<file path="src/rtl/core/pjd_pkg.sv">
package pjd_pkg;

    localparam int QUEUE_DEPTH = 64;
    localparam int MAX_CPUS    = 64;
    localparam int MAX_OUT     = 64;

    localparam int QIW      = (QUEUE_DEPTH > 1) ? $clog2(QUEUE_DEPTH) : 1;
    localparam int CIW      = (MAX_CPUS > 1) ? $clog2(MAX_CPUS) : 1;
    localparam int QCW      = $clog2(QUEUE_DEPTH + 1);
    localparam int CCW      = $clog2(MAX_CPUS + 1);
    localparam int NW       = $clog2(MAX_OUT + 1);
    localparam int SCAN_LEN = (QUEUE_DEPTH > MAX_CPUS) ? QUEUE_DEPTH : MAX_CPUS;
    localparam int SCW      = $clog2(SCAN_LEN + 1);

    localparam logic [1:0] ST_STORED     = 2'd0;
    localparam logic [1:0] ST_DROPPED    = 2'd1;
    localparam logic [1:0] ST_DISPATCHED = 2'd2;
    localparam logic [1:0] ST_NONE       = 2'd3;

    typedef struct packed {
        logic [15:0] importance;
        logic [31:0] arrival;
        logic [31:0] length;
        logic [31:0] ident;
        logic [31:0] origin;
        logic [31:0] instruction;
    } job_t;

    typedef struct packed {
        logic           has_best;
        job_t           best;
        logic [15:0]    age;
        logic [QIW-1:0] best_idx;
        logic           has_free;
        logic [QIW-1:0] free_idx;
    } job_carry_t;

    typedef struct packed {
        logic           en;
        logic [QIW-1:0] idx;
        job_t           job;
        logic [15:0]    order;
    } job_wr_t;

    typedef struct packed {
        logic           en;
        logic [QIW-1:0] idx;
    } job_clr_t;

    typedef struct packed {
        logic [CCW-1:0] free_cnt;
        logic           has_free;
        logic [CIW-1:0] free_idx;
    } cpu_carry_t;

    typedef struct packed {
        logic        en;
        logic [31:0] now;
    } cpu_exp_t;

    typedef struct packed {
        logic           en;
        logic [CIW-1:0] idx;
        logic [32:0]    release_at;
    } cpu_alloc_t;

    // a leaves before b
    function automatic logic job_before(job_t a, logic [15:0] age_a,
                                        job_t b, logic [15:0] age_b);
        logic r;
        if (a.importance != b.importance)
            r = a.importance > b.importance;
        else if (a.arrival != b.arrival)
            r = a.arrival < b.arrival;
        else if (a.length != b.length)
            r = a.length < b.length;
        else
            r = age_a > age_b;
        return r;
    endfunction

endpackage

</file>
<file path="src/rtl/core/pjd_job_cell.sv">
module pjd_job_cell import pjd_pkg::*; (
    input  logic           aclk,
    input  logic           aresetn,
    input  logic [QIW-1:0] cell_idx,
    input  job_wr_t        wr,
    input  job_clr_t       clr,
    input  logic [15:0]    insert_count,
    input  job_carry_t     carry_in,
    output job_carry_t     carry_out
);

    logic       valid_reg;
    job_t       job_reg;
    logic [15:0] order_reg;
    job_carry_t carry_reg;
    job_carry_t carry_next;
    logic [15:0] age;

    always_comb begin
        age        = insert_count - order_reg;
        carry_next = carry_in;
        if (!valid_reg && !carry_in.has_free) begin
            carry_next.has_free = 1'b1;
            carry_next.free_idx = cell_idx;
        end
        if (valid_reg && (!carry_in.has_best ||
                job_before(job_reg, age, carry_in.best, carry_in.age))) begin
            carry_next.has_best = 1'b1;
            carry_next.best     = job_reg;
            carry_next.age      = age;
            carry_next.best_idx = cell_idx;
        end
    end

    always_ff @(posedge aclk) begin
        if (!aresetn) begin
            valid_reg <= 1'b0;
            carry_reg <= '0;
        end else begin
            carry_reg <= carry_next;
            if (wr.en && wr.idx == cell_idx) begin
                valid_reg <= 1'b1;
            end else if (clr.en && clr.idx == cell_idx) begin
                valid_reg <= 1'b0;
            end
        end
        if (wr.en && wr.idx == cell_idx) begin
            job_reg   <= wr.job;
            order_reg <= wr.order;
        end
    end

    assign carry_out = carry_reg;

endmodule

</file>
<file path="config.mk">
export PLATFORM = sky130hd
export DESIGN_NAME = pjd_job_cell
export DESIGN_NICKNAME = d
export VERILOG_FILES = /design/src/rtl/core/pjd_pkg.sv /design/src/rtl/core/pjd_job_cell.sv
export SDC_FILE = /design/constraint.sdc
export NUM_CORES = 1
export LEC_CHECK = 0
export ABC_AREA = 0
export ABC_CLOCK_PERIOD_IN_PS = 64700
export BUFFER_PORTS_ARGS = -buffer_cell sky130_fd_sc_hd__buf_2
export CAP_MARGIN = 20
export CORE_AREA = 2 2 249 251
export DETAILED_ROUTE_END_ITERATION = 8
export DIE_AREA = 0 0 251 253
export RECOVER_POWER = 100
export SETUP_SLACK_MARGIN = 0.3
export SYNTH_ARGS = -nofsm -noshare
export SYNTH_HDL_FRONTEND = slang
export SYNTH_SLANG_ARGS = --single-unit
</file>
<file path="constraint.sdc">
create_clock -name aclk -period 64.7 [get_ports aclk]
set_input_delay 3.235 -clock aclk [delete_from_list [all_inputs] [get_ports aclk]]
set_output_delay 3.235 -clock aclk [all_outputs]
set_load 0.02 [all_outputs]
</file>
==> impl_summary.md <==
Critical path
The worst setup path is launched from an input port. The setup slack of the worst register-to-register path is 55,640 ps. The type of destination of the critical path is a register. The required arrival time at the worst endpoint is 64,780 ps.

Along the worst path, the maximum fanout reaches between 100 and 150. The critical path is of the in2reg type. The reg-to-reg startpoint is order_reg[0].

Tracing the worst setup path back leads to its startpoint at cell_idx[2]. In this run the critical register-to-register path is captured at carry_out[114]. The number of cells on the worst reg-to-reg path is 17. At the worst endpoint, the arrival time is ~13,000 ps.

Power
The total power per unit cell area is between 20 and 30 mW/mm2. The completed layout was analyzed and its total power is about 0.6 mW. The cell leakage power is 8.844 nW.

The maximum VDD drop is about 0.000021 V.

Layout
The number of flip-flops in the largest register is 206. In the final design database the tool counted 2,729 nets. The final design utilization is 35.83%. The share of layout cells above drive strength 1 is 22.99%.

The growth of design area from synthesis to finish is 29.87%. The cell area after layout is 0.02186 mm2. Excluding fillers, the count of instances in the completed layout stands at 3,022.

Floorplanning
The number of placed I/O pins is about 640. Measured along the y axis, the die boundary spans around 250 um. The width of the chip is between 200 and 300 um. The number of rows in the core area is 91.

The floorplan die area is 0.06350 mm2. The effective utilization at floorplan is 27.59%. The core area is between 0.06 and 0.07 mm2.

Logic synthesis
The average instance area after synthesis is around 11 um2. The flip-flop cell with the highest count after synthesis is sky130_fd_sc_hd__dfxtp_1. The number of enable-type register cells in the synthesized netlist is 192. By count the netlist is led by sky130_fd_sc_hd__a21oi_1 (243), sky130_fd_sc_hd__o21ai_0 (222), sky130_fd_sc_hd__dfxtp_1 (207).

In this run the biggest area consumer among cell types represents about a third of the synthesized area. The count of cell types in the netlist is 60. The summed instance area of the synthesized netlist is 0.01683 mm2. Synthesis produced a netlist with a net count of 2,138. The cell count after synthesis is 1,590. The share of flip-flops with an asynchronous set or reset after synthesis is 0%.

By area the synthesized netlist is led by sky130_fd_sc_hd__edfxtp_1 (34%), sky130_fd_sc_hd__dfxtp_1 (25%), sky130_fd_sc_hd__ha_1 (8.2%). The largest area contributor in the synthesized netlist is sky130_fd_sc_hd__edfxtp_1. Yosys instantiated no cell more often than sky130_fd_sc_hd__a21oi_1. The sequential fraction of the synthesis area is 58.86%.

The count of warnings emitted by yosys is 0. Counting flops and latches in the post-synthesis netlist gives 399.

STA
The relative slew slack is -443.9%. For the final routed database, the setup TNS stands at 0 ps. Setup repair after global routing left no endpoint under its margin. Final hold analysis gives a worst-case slack of 519.9 ps.

The number of failing hold endpoints at the final stage was 0. The minimum period implied by the final worst setup slack is 12,800 ps. The maximum clock skew at final layout is approximately 20 ps.

The max-slew violation count is 519. The final worst setup slack is roughly 52,000 ps. Setup violations remaining at the end of the flow were counted as 0. Of the available clock period, the critical path in the final layout requires 19.79%.

The transition at the pin with the smallest max-transition slack is 8159 ps. Timing would allow up to 78.11 MHz.

Placed design
The placed cell count is between 2,000 and 3,000. The number of buffers inserted by port buffering is 641. Detailed placement finished with a half-perimeter wire length of 42,710 um.

Timing analysis after detailed placement gives a worst setup slack of approximately 56,000 ps. Routability-driven placement finished with a final weighted congestion of 0.8718. The instance area at placement is 0.02070 mm2.

Global routing
Global routing used 17.86% of the available tracks across all layers. The remaining global-route overflow is 0. The maximum number of pins on one net before global-route repair is 200. The initial antenna violation count is 22.

The via count of the first global-routing pass is between 15,000 and 20,000. The global-route wire length before repair is 87,920 um.

Drt
For this run, design rule violations remaining after detail routing come to 0. The initial detailed-routing violation count is between 900 and 1,000. After detailed routing, the number of vias per cell comes to around 5. The total iterations of the first detailed-routing run is 5. The detailed-route wire length per cell is 19.81 um. Signal routing reaches up to met5.

The wire length on met1 is roughly 23,000 um. The via total after detailed routing is ~15,000. In the detailed route, the total length drawn on met3 is 5113 um.

Wires add up to approximately 60,000 um. The post-detailed-route count of antenna-violating nets is 0. After detailed routing, the met2 layer carries 28,980 um of wire.

CTS
For this design, the CTS-stage hold fixing added 0 buffers. The CTS tree is yes. Post-CTS repair changed the size of 0 cells.

The count of clock tree sinks is around 400. The root buffer cell is sky130_fd_sc_hd__clkbuf_16. The clock tree synthesis step divided the H-tree into 2 levels.

For the worst-skew pair, the clock arrives at the later sink with an insertion delay of 570 ps. After clock tree synthesis, the clock-pin slew on the worst setup and hold paths is about 60 ps. The maximum count of clock buffers along a single path is 3.

The number of clock buffers inserted by TritonCTS is 45. The number of setup buffers added after CTS is 0.

Min path
The cell depth of the worst min-delay path is 2. The worst min-delay path category is reg2reg. The worst min-delay path endpoint is carry_out[83]. The critical hold path startpoint is job_reg[54].

Outcome
The run finished, with violations left. The final reports fail on max-capacitance violations, max-slew violations.

Job
The reported max-cap violation count is 6.
## critical path, stage by stage
cell and delay, ps:
sky130_fd_sc_hd__clkbuf_1 390, sky130_fd_sc_hd__xnor2_1 180, sky130_fd_sc_hd__nand4_1 110, sky130_fd_sc_hd__nor4_1 180
sky130_fd_sc_hd__clkbuf_1 5660, sky130_fd_sc_hd__clkbuf_1 3020
## cells by family (layout without fill, tap and decap cells)
kind of cell / Yosys count / after routing / synth area share [%]
AOI/OAI and AO/OA: 522 / 522 / 16.83
buffers and inverters: 230 / 858 / 5.440
DFF: 399 / 399 / 58.86
other: 0 / 14 / 0
adders and majority gates: 112 / 112 / 8.369
xor gates and xnor gates: 20 / 20 / 1.041
and+or+nand+nor: 307 / 307 / 9.454
## power breakdown
part	switching [mW]	total (mW)	internal [mW]
combinational	0.0350	0.0583	0.0233
sequential	0.00317	0.277	0.274
clock	0.105	0.248	0.143
## layout by cell type (no fill, tap or decap), types with 9 or more instances in the layout
| cell | n |
|---|---|
| sky130_fd_sc_hd__a21o_1 | 13 |
| sky130_fd_sc_hd__xnor2_1 | 12 |
| sky130_fd_sc_hd__diode_2 | 14 |
| sky130_fd_sc_hd__nand2_1 | 28 |
| sky130_fd_sc_hd__dfxtp_1 | 207 |
| sky130_fd_sc_hd__edfxtp_1 | 192 |
| sky130_fd_sc_hd__clkbuf_16 | 45 |
| sky130_fd_sc_hd__nand4_1 | 21 |
| sky130_fd_sc_hd__nand3_1 | 201 |
| sky130_fd_sc_hd__buf_2 | 424 |
| sky130_fd_sc_hd__nor2_1 | 19 |
| sky130_fd_sc_hd__inv_1 | 120 |
| sky130_fd_sc_hd__o21ai_0 | 222 |
| sky130_fd_sc_hd__ha_1 | 111 |
| sky130_fd_sc_hd__a21oi_1 | 243 |
| sky130_fd_sc_hd__clkbuf_1 | 238 |
| sky130_fd_sc_hd__o21a_1 | 9 |
## layout make-up
type	count	area, um2
multi-input cells	961	6011
diodes	14	35.03
well taps	790	988.4
fillers	6244	39170
repair buffers	653	3040
clock inverters	15	127.6
clock buffers	69	1296
inverters	121	455.4
flip-flops and latches	399	9910
## how the worst max path moves through the flow
| stage | end | slack (ps) |
|---|---|---|
| final | order_reg[5] | 51900 |
| after global routing | order_reg[5] | 51240 |
| after CTS | carry_out[114] | 56480 |
| after detailed placement | carry_out[114] | 55920 |
| after global placement | carry_out[112] | 56120 |
| after floorplan | valid_reg | 41650 |
## routing by layer
layer / GRT usage, % / vias to the layer above
met5: 0 / -
met4: 8.810 / 12
met3: 5.438 / 149
met2: 29.89 / 671
met1: 20.80 / 7069
li1: - / 6964
Note: power is estimated with default switching activity, not from simulation.
