--- src/rtl/core/pjd_pkg.sv ---
package pjd_pkg;

    localparam int QUEUE_DEPTH = 64;
    localparam int MAX_CPUS    = 64;
    localparam int MAX_OUT     = 64;

    localparam int QIW      = (QUEUE_DEPTH > 1) ? $clog2(QUEUE_DEPTH) : 1;
    localparam int CIW      = (MAX_CPUS > 1) ? $clog2(MAX_CPUS) : 1;
    localparam int QCW      = $clog2(QUEUE_DEPTH + 1);
    localparam int CCW      = $clog2(MAX_CPUS + 1);
    localparam int NW       = $clog2(MAX_OUT + 1);
    localparam int SCAN_LEN = (QUEUE_DEPTH > MAX_CPUS) ? QUEUE_DEPTH : MAX_CPUS;
    localparam int SCW      = $clog2(SCAN_LEN + 1);

    localparam logic [1:0] ST_STORED     = 2'd0;
    localparam logic [1:0] ST_DROPPED    = 2'd1;
    localparam logic [1:0] ST_DISPATCHED = 2'd2;
    localparam logic [1:0] ST_NONE       = 2'd3;

    typedef struct packed {
        logic [15:0] importance;
        logic [31:0] arrival;
        logic [31:0] length;
        logic [31:0] ident;
        logic [31:0] origin;
        logic [31:0] instruction;
    } job_t;

    typedef struct packed {
        logic           has_best;
        job_t           best;
        logic [15:0]    age;
        logic [QIW-1:0] best_idx;
        logic           has_free;
        logic [QIW-1:0] free_idx;
    } job_carry_t;

    typedef struct packed {
        logic           en;
        logic [QIW-1:0] idx;
        job_t           job;
        logic [15:0]    order;
    } job_wr_t;

    typedef struct packed {
        logic           en;
        logic [QIW-1:0] idx;
    } job_clr_t;

    typedef struct packed {
        logic [CCW-1:0] free_cnt;
        logic           has_free;
        logic [CIW-1:0] free_idx;
    } cpu_carry_t;

    typedef struct packed {
        logic        en;
        logic [31:0] now;
    } cpu_exp_t;

    typedef struct packed {
        logic           en;
        logic [CIW-1:0] idx;
        logic [32:0]    release_at;
    } cpu_alloc_t;

    // a leaves before b
    function automatic logic job_before(job_t a, logic [15:0] age_a,
                                        job_t b, logic [15:0] age_b);
        logic r;
        if (a.importance != b.importance)
            r = a.importance > b.importance;
        else if (a.arrival != b.arrival)
            r = a.arrival < b.arrival;
        else if (a.length != b.length)
            r = a.length < b.length;
        else
            r = age_a > age_b;
        return r;
    endfunction

endpackage

--- src/rtl/core/pjd_cpu_cell.sv ---
module pjd_cpu_cell import pjd_pkg::*; (
    input  logic           aclk,
    input  logic           aresetn,
    input  logic [CIW-1:0] cell_idx,
    input  logic [CCW-1:0] pool,
    input  cpu_exp_t       expire,
    input  cpu_alloc_t     alloc,
    input  cpu_carry_t     carry_in,
    output cpu_carry_t     carry_out
);

    logic        busy_reg;
    logic [32:0] release_reg;
    cpu_carry_t  carry_reg;
    cpu_carry_t  carry_next;
    logic        is_free;

    always_comb begin
        is_free    = (CCW'(cell_idx) < pool) && !busy_reg;
        carry_next = carry_in;
        carry_next.free_cnt = carry_in.free_cnt + CCW'(is_free);
        if (is_free && !carry_in.has_free) begin
            carry_next.has_free = 1'b1;
            carry_next.free_idx = cell_idx;
        end
    end

    always_ff @(posedge aclk) begin
        if (!aresetn) begin
            busy_reg  <= 1'b0;
            carry_reg <= '0;
        end else begin
            carry_reg <= carry_next;
            if (expire.en && busy_reg && release_reg <= {1'b0, expire.now}) begin
                busy_reg <= 1'b0;
            end else if (alloc.en && alloc.idx == cell_idx) begin
                busy_reg <= 1'b1;
            end
        end
        if (alloc.en && alloc.idx == cell_idx) begin
            release_reg <= alloc.release_at;
        end
    end

    assign carry_out = carry_reg;

endmodule

--- config.mk ---
export PLATFORM = sky130hd
export DESIGN_NAME = pjd_cpu_cell
export DESIGN_NICKNAME = d
export VERILOG_FILES = /design/src/rtl/core/pjd_pkg.sv /design/src/rtl/core/pjd_cpu_cell.sv
export SDC_FILE = /design/constraint.sdc
export NUM_CORES = 1
export LEC_CHECK = 0
export BUFFER_PORTS_ARGS = -buffer_cell sky130_fd_sc_hd__buf_2
export CAP_MARGIN = 20
export CORE_MARGIN = 4
export CORE_UTILIZATION = 47
export CTS_CLUSTER_SIZE = 14
export DETAILED_ROUTE_END_ITERATION = 8
export PLACE_DENSITY = 0.88
export REMOVE_ABC_BUFFERS = 1
export SLEW_MARGIN = 20
export SYNTH_ARGS = -nofsm -noshare
export SYNTH_HDL_FRONTEND = slang
export SYNTH_SLANG_ARGS = --single-unit
--- constraint.sdc ---
create_clock -name aclk -period 5.17 [get_ports aclk]
set_input_delay 0.517 -clock aclk [delete_from_list [all_inputs] [get_ports aclk]]
set_output_delay 0.517 -clock aclk [all_outputs]
set_load 0.01 [all_outputs]
==> out/qor.yml, run 1 <==
placement:
  dp.cells: 417
  dpl.hpwl_um: 4980
  dpl_cell_area_um2: 3270
  gp_congestion: 0.762
  io_buffers: 115
  pre_cts_ws_ps: 2600
cells_and_area:
  fin_area_um2: 3380
  insertedDiodeCount: 0
  largest_reg_flops: 33
  drive_gt1_share_pct: 35.5
  fin_cells: 425
  n_fill_cell: 460
  fin_nets: 495
  area_growth_pct: 29.2
logic_synthesis:
  synthFlopType: "edfxtp_1"
  synth_warnings: 0
  synth-async-reset-ratio_pct: 0
  synth_top_area_share_pct: 37.9
  seq_area_frac_synth_pct: 49.4
  synth_area_leader_cell: "edfxtp_1"
  synth_edf_count: 33
  yosys-top-cells-area: "edfxtp_1 38%, ha_1 19%, dfxtp_1 11%, inv_1 5.6%, nand2_1 2.7%"
  syn_inst: 234
  syn_avg_cell_area_um2: 11.2
  ys_ff_latch: 48
  syn_area_um2: 2620
  ys_types: 34
clock_network:
  post_cts_buffers: 0
  ctsLongestPathBuffers: 2
  cts_buffers: 5
  cts_tree: "yes"
  cts_root_buf: "clkbuf_8"
  ctsHoldBuffers: 0
  clkSinkCount: 48
  clkTransAtPathRegs_ps: 90
  clk_latency_ps: 300
  cts_htree_levels: 2
  cts_resized: 0
timing:
  max-slew-margin-rel_pct: 72.0
  worstMarginPinSlew_ps: 420
  fin_crit_sh_pct: 43.2
  fin_tns_setup_ps: 0
  setup_viol: 0
  finalWorstSetupSlack_ps: 2930
  finalHoldViolations: 0
  finalMaxSlewViolations: 0
  skew_ps: 5.90
  fin_hold_ws_ps: 382
  fin_crit_ps: 2240
  max_freq_mhz: 447
  rsz0062_at_grt: "no"
setup_path:
  crit_slowest_cell: "ha_1"
  crit_path_end: "carry_out[13]"
  cp.arrival_ps: 2440
  critPathMaxStageDelay_ps: 300
  r2r_cells: 7
  crit_path_frequent_cell: "ha_1"
  worst_setup_path_start_kind: "input port"
  reg2reg_from: "release_reg[4]"
  crit_path_end_kind: "flip-flop"
  crit_required_ps: 5370
  crit_path_max_fanout: 3
  rr_endpoint: "busy_reg"
  crit_type: "in -> reg"
  worstPathCellList: "buf_2, ha_1, a21o_1, a21oi_1, nor2_1, a211oi_4, ha_1, ha_1, nand3_1, nor2_1, xnor2_1, nor2b_1"
  cp-startpoint: "cell_idx[4]"
  r2r_slack_ps: 3340
global_route:
  grt_max_degree: 35
  overflow: 0
  grt_pass1_vias: 2173
  grt_pass1_wl_um: 9120
  grtUsageTotal_pct: 17.9
  antenna_found_initial: 0
detailed_routing:
  drc_errors: 0
  antenna_left: 0
  wire_per_inst_um: 13.9
  dr_total_vias: 2095
  drt_iter0_markers: 49
  wl_um: 5900
  dr.pass1.iters: 4
  via_per_inst: 4.93
pwr:
  p_per_area_nw_per_um2: 236
  p_leak_nw: 1.71
  irDropWorstVdd_mv: 0.156
floorplanning:
  rows: 26
  die_w_um: 82.6
  coreArea_um2: 5240
  die_area_um2: 6820
  die_h_um: 82.6
  start_util_pct: 50.0
  io_pins: 116
worst_hold_path:
  hold_class: "in -> reg"
  hp-start: "alloc[32]"
run:
  max_cap_viol_count: 0
outcome:
  status: "completed"
[how the worst min path moves through the flow]
stage,to,slack (ps),cells after the start
after floorplan,release_reg[0],620,0
after global placement,release_reg[23],690,1
after detailed placement,release_reg[32],700,1
after CTS,release_reg[32],380,1
after global routing,release_reg[32],360,1
final,release_reg[32],380,1
[Yosys cell counts, drive strengths merged, types with 4 or more instances]
cell type	instances
ha	39
inv	39
edfxtp	33
nand2	19
dfxtp	15
a21oi	12
a21o	7
xnor2	7
mux2i	6
nand4	6
and2	5
nand3	5
nor2	5
xor2	4
[placed cells by master, fill, tap and decap left out, types with 3 or more instances in the layout]
cell	n
clkbuf_8	5
inv_1	39
nand3_1	5
xnor2_1	7
dfxtp_1	15
nand4_1	6
a21o_1	7
buf_2	115
ha_1	39
o21ai_0	3
edfxtp_1	33
nor2b_1	3
and2_1	5
nand2_1	19
nor2_1	5
xor2_1	4
a21oi_1	12
mux2i_1	6
[critical path, delay by kind of cell]
family,cells,cell delay (ps)
AOI/OAI and AO/OA,3,560
adders and majority gates,3,710
buffers and inverters,1,120
xor gates and xnor gates,1,130
and+or+nand+nor,4,400
[report_power, final]
group / switching [mW] / internal, mW / leakage (nW) / total [mW]
clock network: 0.123 / 0.124 / 0.0566 / 0.247
logic: 0.0606 / 0.0662 / 1.23 / 0.127
registers: 0.00323 / 0.422 / 0.422 / 0.425
[logic make-up after synthesis]
family	Yosys count	share of synthesized area, %
compound gates	33	8.70
simple gates	55	11.0
xor+xnor	11	3.68
buf+inv	42	6.31
fa+ha+maj	39	18.7
flops	48	49.4
mux	6	2.30
[cell type report]
class	instances	area (um^2)	share of cell area [%]
multi-input cells	144	1170	34.5
flip-flops and latches	48	1290	38.2
well taps	70	87.6	2.59
repair buffers	116	583	17.3
clock buffers	6	93.8	2.78
inverters	39	146	4.33
clock inverters	2	11.3	0.333
[through the flow]
step | total power [mW] | utilization [%]
2_1_floorplan | 0.495 | -
3_3_place_gp | 0.556 | 62.5
3_5_place_dp | 0.562 | 62.5
4_1_cts | 0.807 | 64.5
5_1_grt | 0.849 | 64.5
6_report | 0.799 | 64.5
[metal layers]
layer,GRT usage (%),part of all wire (%),wire (um),vias up
li1,-,-,-,1060
met1,17.6,36,2130,939
met2,34.0,51,3000,90
met3,7.05,12,702,6
met4,5.39,1.2,72,0
met5,0,0,0,-
(Power assumes the default switching activity.)
==> inputs of run 2 (changes only) <==
==> constraint.sdc (replaced) <==
create_clock -name aclk -period 2.23 [get_ports aclk]
set_input_delay 0.223 -clock aclk [delete_from_list [all_inputs] [get_ports aclk]]
set_output_delay 0.223 -clock aclk [all_outputs]
set_load 0.01 [all_outputs]
==> run 2 against run 1 <==
  * Count of clock-buffer cells in the layout decreased by 1
  * Worst hold slack got worse by 300 ps
  * Sequential power increased by 130%
  * Largest power group unchanged
  * Routed wire length decreased by 1.2%
  * Clock power increased by 110%
  * Non-clock buffer count increased by 1
  * Cell count increased by 0.24%
  * Final area increased by 0.15%
  * Setup slack got worse by 2600 ps
  * Critical path depth unchanged
  * Die area unchanged
  * Via count decreased by 0.67%
==> out/qor.yml, run 2 (synthesis results as in run 1) <==
setup_path:
  crit_path_frequent_cell: "ha_1"
  cp.arrival_ps: 2150
  crit_slowest_cell: "ha_1"
  critPathMaxStageDelay_ps: 310
  crit_path_max_fanout: 3
  crit_path_end_kind: "flip-flop"
  reg2reg_from: "release_reg[31]"
  worst_setup_path_start_kind: "input port"
  crit_required_ps: 2440
  r2r_slack_ps: 410
  cp-startpoint: "cell_idx[4]"
  worstPathCellList: "buf_2, ha_1, a21o_1, a21oi_1, nor2_1, a211oi_4, ha_1, ha_1, nand3_1, nor2_1, xnor2_1, nor2b_1"
  crit_type: "in -> reg"
timing:
  finalHoldViolations: 0
  finalMaxSlewViolations: 0
  fin_crit_sh_pct: 87.2
  fin_hold_ws_ps: 86.0
  max-slew-margin-rel_pct: 73.7
  skew_ps: 8.21
  worstMarginPinSlew_ps: 384
  fin_crit_ps: 1950
  setup_viol: 0
  max_freq_mhz: 514
  rsz0062_at_grt: "no"
floorplanning:
  rows: 26
  die_w_um: 82.6
  die_area_um2: 6820
  start_util_pct: 50.0
  io_pins: 116
  coreArea_um2: 5240
  die_h_um: 82.6
cells_and_area:
  fin_cells: 426
  final_cell_mix: "115 x buf_2, 39 x inv_1, 39 x ha_1"
  fin_area_um2: 3380
  final_common_cell: "buf_2"
  drive_gt1_share_pct: 35.7
  fin_nets: 496
  largest_reg_flops: 33
  area_growth_pct: 29.4
  insertedDiodeCount: 0
detailed_routing:
  dr_total_vias: 2081
  wl_um: 5840
  dr.pass1.iters: 4
  antenna_left: 0
  wire_per_inst_um: 13.7
  via_per_inst: 4.88
  drt_iter0_markers: 47
  drc_errors: 0
global_route:
  grtUsageTotal_pct: 18.3
  overflow: 0
  grt_max_degree: 35
  grt_pass1_wl_um: 9280
  antenna_found_initial: 0
  grt_pass1_vias: 2253
clock_network:
  cts_resized: 0
  clkSinkCount: 48
  ctsLongestPathBuffers: 2
  clk_latency_ps: 300
  post_cts_buffers: 0
  clkTransAtPathRegs_ps: 90
  cts_buffers: 5
  cts_root_buf: "clkbuf_8"
  cts_htree_levels: 2
  cts_tree: "yes"
  ctsHoldBuffers: 0
placement:
  dpl_cell_area_um2: 3290
  gp_congestion: 0.773
  dpl.hpwl_um: 5020
  io_buffers: 115
  dp.cells: 418
worst_hold_path:
  hp-start: "alloc[27]"
  hold_class: "in -> reg"
pwr:
  p_leak_nw: 1.71
  irDropWorstVdd_mv: 0.442
  p_per_area_nw_per_um2: 530
outcome:
  status: "completed"
run:
  max_cap_viol_count: 0
==> run 2: changes by cell type in the layout (fill, tap and decap cells not counted), sizes merged <==
cell,delta
clkbuf,-1
buf,+1
inv,+1
==> run 2: final timing paths <==
check | endpoint | cells past startpoint
worst max-delay path | carry_out[13] | 12
worst min-delay path | release_reg[27] | 1
worst max register to register | busy_reg | 7
worst min register to register | carry_out[6] | 2
==> run 2: cell type report <==
type,count,area (um^2)
clock buffer,5,68.8
clock inverter,3,21.3
fill,420,1850
inverter,39,146
multi-input combinational,144,1170
sequential,48,1290
tap,70,87.6
timing repair buffer,117,603
==> run 2: metal layers <==
| metal | vias to the layer above | global-route usage [%] | wire length (um) |
|---|---|---|---|
| met1 | 918 | 17.0 | 2030 |
| met3 | 10 | 8.57 | 742 |
| met4 | 0 | 6.05 | 96 |
| met2 | 95 | 34.6 | 2970 |
| met5 | - | 0 | 0 |
| li1 | 1058 | - | - |
==> run 2: worst max-delay path: cells and delay by family <==
kind                       cells  cell delay (ps)
buffers and inverters          1              120
and+or+nand+nor                4              410
xor gates and xnor gates       1              130
adders and majority gates      3              690
AOI/OAI and AO/OA              3              590
==> run 2: stage by stage <==
stage,worst slack (ps),total power [mW],util [%],setup TNS (ps)
finish,285,1.80,64.6,0
global route,130,1.91,64.6,0
CTS,283,1.82,64.6,0
detailed placement,-45.2,1.30,62.9,-71.4
global placement,45.1,1.29,62.9,0
floorplan,-1990,1.15,-,-67770
==> run 2: power breakdown <==
group	switching, mW	internal, mW	total (mW)	leakage (nW)
Sequential	0.00755	0.978	0.985	0.422
Clock	0.292	0.224	0.516	0.0490
Combinational	0.140	0.155	0.294	1.24
Total	0.439	1.36	1.80	1.71
